===== src/hdl/rssn_pkg.sv =====
`timescale 1ns / 1ps

package rssn_pkg;

   // Field widths
   localparam int COORD_W    = 24;
   localparam int RADIUS_W   = 23;
   localparam int SQ_W       = 2 * COORD_W;
   localparam int DIST_W     = 50;
   localparam int INDEX_W    = 16;
   localparam int RSQ_W      = 2 * RADIUS_W;

   // Stream and register port widths
   localparam int REQ_DATA_W  = 3 * COORD_W;
   localparam int RSP_DATA_W  = 72;
   localparam int RSP_USER_W  = 2;
   localparam int CSR_INDEX_W = 2;
   localparam int CSR_DATA_W  = COORD_W;

   // Defaults for the top level parameters
   localparam int DEF_MAX_KEPT   = 32;
   localparam int DEF_MAX_POINTS = 65536;

   localparam logic [RADIUS_W-1:0] RADIUS_RESET = 23'd2560;

   typedef enum logic [CSR_INDEX_W-1:0] {
      CSR_TARGET_X = 2'd0,
      CSR_TARGET_Y = 2'd1,
      CSR_TARGET_Z = 2'd2,
      CSR_RADIUS   = 2'd3
   } csr_index_type;

   typedef enum logic [1:0] {
      ST_RUN,
      ST_FLUSH,
      ST_DRAIN
   } state_type;

   // One slot of the sorted list.
   typedef struct packed {
      logic               valid;
      logic [DIST_W-1:0]  sq_dist;
      logic [INDEX_W-1:0] index;
   } entry_type;

   // Command broadcast to every cell of the chain.
   typedef struct packed {
      logic               insert;
      logic               shift;
      logic [DIST_W-1:0]  sq_dist;
      logic [INDEX_W-1:0] index;
   } cell_ctl_type;

   // A point leaving the distance pipeline.
   typedef struct packed {
      logic               valid;
      logic               last;
      logic               hit;
      logic [DIST_W-1:0]  sq_dist;
      logic [INDEX_W-1:0] index;
   } cand_type;

endpackage


===== src/hdl/rssn_cell.sv =====
`timescale 1ns / 1ps

module rssn_cell (
   input  logic                    clock,
   input  logic                    reset,
   input  rssn_pkg::cell_ctl_type  ctl,
   input  rssn_pkg::entry_type     prev_entry,
   input  logic                    prev_keep,
   input  rssn_pkg::entry_type     next_entry,
   output rssn_pkg::entry_type     entry,
   output logic                    keep
);
   import rssn_pkg::*;

   entry_type entry_ff;
   entry_type entry_in;

   // A cell keeps its entry when the newcomer sorts after it (ties included).
   assign keep = entry_ff.valid && (entry_ff.sq_dist <= ctl.sq_dist);

   always_comb begin
      entry_in = entry_ff;
      if (ctl.shift) begin
         entry_in = next_entry;
      end else if (ctl.insert && !keep) begin
         if (prev_keep) begin
            entry_in.valid   = 1'b1;
            entry_in.sq_dist = ctl.sq_dist;
            entry_in.index   = ctl.index;
         end else begin
            entry_in = prev_entry;
         end
      end
   end

   always_ff @(posedge clock) begin
      if (reset) begin
         entry_ff.valid <= 1'b0;
      end else begin
         entry_ff <= entry_in;
      end
   end

   assign entry = entry_ff;

endmodule


===== config.mk =====
export PLATFORM = sky130hd
export DESIGN_NAME = rssn_cell
export DESIGN_NICKNAME = d
export VERILOG_FILES = /design/src/hdl/rssn_pkg.sv /design/src/hdl/rssn_cell.sv
export SDC_FILE = /design/constraint.sdc
export NUM_CORES = 1
export LEC_CHECK = 0
export BUFFER_PORTS_ARGS = -buffer_cell sky130_fd_sc_hd__buf_2
export CORE_ASPECT_RATIO = 1.4
export CORE_MARGIN = 3
export CORE_UTILIZATION = 45
export DETAILED_ROUTE_END_ITERATION = 6
export PLACE_DENSITY = 0.92
export SLEW_MARGIN = 10
export SYNTH_ARGS = -nofsm -noshare
export SYNTH_HDL_FRONTEND = slang
export SYNTH_SLANG_ARGS = --single-unit
export TNS_END_PERCENT = 100

===== constraint.sdc =====
create_clock -name clock -period 5.8 [get_ports clock]
set_input_delay 1.16 -clock clock [delete_from_list [all_inputs] [get_ports clock]]
set_output_delay 1.16 -clock clock [all_outputs]
set_load 0.01 [all_outputs]

# Word level (Yosys, flattened, before mapping)
# Index checks and enable logic that the tools add are counted.
[op_classes] magnitude_cmp=1 mux=3 bitwise=1 n_reduce_logical=5
[ops] cell="two-way mux 67 bit" count=3
[ops] cell="less-or-equal comparator 50 bit" count=1
[ops] cell="logical AND 1 bit" count=2
[ops] cell="AND reduction 2 bit" count=1
[ops] cell="nonzero test 2 bit" count=1
[ops] cell="logical NOT 1 bit" count=1
[ops] cell="inverter 1 bit" count=1
[totals] reg_bits=67 in_bits=205 out_inout_bits=68 word_cells=13

# Logic depth before layout (Yosys ltp)
[logic_depth] ltp_word=6 mapped_depth=9 mapped_depth_nobuf=9

# Worst setup path before layout
# No wires, ideal clock.
[synth_path] path_kind="input to register" start="input ctl[65] (netlist bit)" end="register entry_ff, in the netlist entry[0], enable pin" setup_time_ns=0.435 arrival_time_ns=4.197 required_ns=5.365 setup_slack_ns=1.168 stages=8 n_path_buf=0 path_cell_list="inv_1 -> ha_1 -> nand4_1 -> nor4_1 -> and4_1 -> a221oi_1 -> a41oi_1 -> o31a_1"
[synth_between] elab_chain_len=6
[synth_lines] element="start, declared" line_no="rssn_cell.sv:6" rtl="input rssn_pkg::cell_ctl_type ctl,"
[synth_lines] element="less-or-equal comparator 50 bit" line_no="rssn_cell.sv:19" rtl="assign keep = entry_ff.valid && (entry_ff.sq_dist <= ctl.sq_dist);"
[synth_lines] element="logical AND 1 bit" line_no="rssn_cell.sv:19"
[synth_lines] element="logical NOT 1 bit" line_no="rssn_cell.sv:25" rtl="end else if (ctl.insert && !keep) begin"
[synth_lines] element="logical AND 1 bit" line_no="rssn_cell.sv:25"
[synth_lines] element="nonzero test 2 bit (no source line)"
[synth_lines] element="AND reduction 2 bit (no source line)"
[synth_lines] element="end signal, assigned" line_no="rssn_cell.sv:40" rtl="entry_ff <= entry_in;"
[synth_lines] element="end, declared" line_no="rssn_cell.sv:15" rtl="entry_type entry_ff;"
# No other way between the ends.
# A chain may end at the register's enable or synchronous reset.

# Final worst setup path
[layout_path] start="input ctl[65] (netlist bit)" end="output keep"
[layout_between] elab_chain_len=2
[layout_lines] element="less-or-equal comparator 50 bit" line_no="rssn_cell.sv:19"
[layout_lines] element="logical AND 1 bit" line_no="rssn_cell.sv:19"
[layout_lines] element="end, declared" line_no="rssn_cell.sv:11" rtl="output logic keep"
# No other way between the ends.

==> results.md <==
- Status: complete, no violations
- Syn Inst Count: 477
- Core Region: a little over 0.01 mm²
- Clock buffer depth: 2
- Tmin final: 4.483 ns
- Post-CTS setup buffers: 0
- Die area: approximately 0.012 mm²
- Mean Syn Cell Area: slightly below 10 µm²
- Worst-Margin Slew: 1.124 ns
- Cts bufs inserted: 9
- Endpoints failing setup: 0
- Clk Latency, worst-skew pair: 0.33 ns
- Leakage: 3.321 nW
- Post-Layout Cell Count: a little under 900
- Final setup TNS: 0 ns
- Register area: roughly 0.0020 mm²
- Row count: 43
- CTS sink count: between 60 and 70
- FF+latch count, synth: 67
- Hold buffers post-CTS: 0
- Hold depth: 3
- CP Capture Type: output pin
- Clock slew at reported path FFs: approximately 0.05 ns
- Post-route ant nets: 0
- Initial antenna violation count: 0
- Cell count after placement: 864
- Share of cells above drive strength 1: about 39%
- Max Clock Skew: between 0.01 and 0.015 ns
- Final number of max-transition violations: 0
- Fmax: 223.1 MHz
- DR iter-0 viols: 125
- Hold Path End: entry[66]
- I/O Buffers: 272
- Syn Nets: around 730
- CP Launch Type: input port
- Hold Crit Class: register to register
- Mapped Area: 0.004692 mm²
- TritonCTS clock tree: built
- Pwr dens: 218.4 mW/mm²
- RSZ-0062 raised after global routing: no
- Layout fillers: 830
- Final wirelength: 13.42 mm
- Initial core utilization: between 40% and 50%
- H-tree Lvls: 3
- DRC viols: 0
- Max reg flops: 67
- Nets: 995
- P&R area growth vs syn: 36.13%
- DR vias: about 4500
- R2R depth: 8
- Die W: around 92 µm
- Max-Cap Viols: 0
- Area of the multi-input gates: 0.002379 mm²
- VDD IR max: 206.3 µV
- Crit-path max FO: 4
- Die Height: 126.8 µm
- CP Class: input port to output pin
- Relative max-transition margin: 25.06%
- Synthesis Warnings: 0
- Vias in the first global route: 4606
- Seq/Total Area, Yosys: 42.67%
- Grt total ovfl: 0
- Final total power: 1.395 mW
- GP Congestion: 0.8313
- Netlist cell types: 35
- Largest net degree at the start of global routing: between 70 and 80
- Vias per cell: 5.148
- Data required, critical path: 4.64 ns
- Reg2reg end: entry[49]
- Worst reg2reg setup slack: 2.57 ns
- CTS Root Cell: clkbuf_16
- RR Startpoint: entry[65]
- Post-CTS Resized: 0
- Hold Vio Cnt, Final: 0
- Io pins: 273
- HP Start: entry[66]
- DR pass1 iterations: 5
- Final period util: 77.30%
- Total track usage: 22.92%
- Arr. time, crit path: 3.32 ns
- HPWL Detailed: 10.95 mm
- Ant diodes: 0
- First-pass GRT wire length: 21.18 mm
- Drt wl/cell: 15.29 µm
==> worst max-delay path, stage by stage <==
cell	delay [ns]
buf_2	0.09
inv_1	0.04
ha_1	0.31
nand4_1	0.19
nor4_1	0.55
and4_1	0.31
a221oi_1	0.10
a41oi_1	0.35
nor2_1	0.06
buf_2	0.15
==> where the power goes <==
part / switching (mW) / internal (mW) / total, mW / leakage, nW
Clock: 0.183 / 0.282 / 0.466 / 0.121
Sequential: 0.0161 / 0.582 / 0.598 / 0.644
Combinational: 0.178 / 0.153 / 0.331 / 2.56
Total: 0.377 / 1.02 / 1.39 / 3.32
==> synthesized netlist by cell type, drive strengths merged <==
cell	count	area, µm²
a211o	1	8.760
a211oi	2	15.01
a21o	5	37.54
a21oi	18	93.84
a221o	1	10.01
a221oi	3	26.28
a311o	1	10.01
a41oi	2	17.52
and4	2	18.77
buf	8	47.54
clkbuf	15	66.31
dfxtp	1	20.02
edfxtp	66	1982
ha	50	625.6
inv	53	198.9
mux2i	66	660.6
nand2	75	281.5
nand2b	2	15.02
nand3	4	20.02
nand4	10	75.07
nor2	9	33.78
nor3	2	10.01
nor4	3	18.77
o211ai	1	7.510
o21ai	75	375.4
o21bai	1	7.510
o31a	1	8.760
==> cells by family (layout without fill, tap and decap cells) <==
group                    Yosys count  in the layout  share of synthesized area (%)
AO/OA/AOI/OAI                    111            111                          13.17
AND/OR/NAND/NOR                  107            107                          10.08
buffers and inverters             76            342                          6.666
flip-flops                        67             67                          42.67
multiplexers                      66             66                          14.08
adder cells (fa/ha/maj)           50             50                          13.33
==> final cells by class <==
type                    instances  share of cell area [%]
repair buffers                275                   21.74
clock buffers                  11                   3.643
clock inverters                 3                  0.2742
well taps                     135                   2.644
multi-input cells             334                   37.24
inverters                      53                   3.115
flip-flops and latches         67                   31.34
==> routing by layer <==
metal / vias up / track usage [%] / part of all wire (%)
met2: 200 / 43.85 / 55
li1: 2243 / - / -
met5: - / 0 / 0
met3: 32 / 4.686 / 6.9
met1: 2045 / 23.12 / 35
met4: 0 / 11.11 / 3.2
==> cell usage in the layout (no fill, tap or decap), types with 4 or more instances in the layout <==
cell and count:
buf_2 270, nand2_1 75, mux2i_1 66, edfxtp_1 66, inv_1 53, ha_1 50
o21ai_0 45, o21ai_1 30, a21oi_1 17, nor2_1 9, clkbuf_16 9, nand4_1 8
a21o_1 5, buf_4 5, nand3_1 4
==> stage by stage <==
| stage | utilization [%] | setup slack, ns | area (µm²) | hold WS [ns] |
|---|---|---|---|---|
| finish | 63.49 | 1.317 | 6387 | 0.6672 |
| global route | 63.49 | 1.153 | 6387 | 0.7187 |
| floorplan | - | 1.168 | 4692 | 0.6322 |
| CTS | 63.49 | 1.256 | 6387 | 0.6612 |
| detailed placement | 61.00 | 1.285 | 6137 | 0.6527 |
| global placement | 61.00 | 1.279 | 6137 | 0.6523 |
==> worst max-delay path by stage <==
stage	startpoint	endpoint	slack, ns	cells past startpoint
after floorplan	ctl[65]	entry[0]	1.17	8
after global placement	ctl[65]	keep	1.28	10
after detailed placement	ctl[65]	keep	1.29	10
after CTS	ctl[65]	keep	1.26	10
after global routing	ctl[65]	keep	1.15	10
final	ctl[65]	keep	1.32	10
No activity file was read; power rests on OpenSTA's default activity.
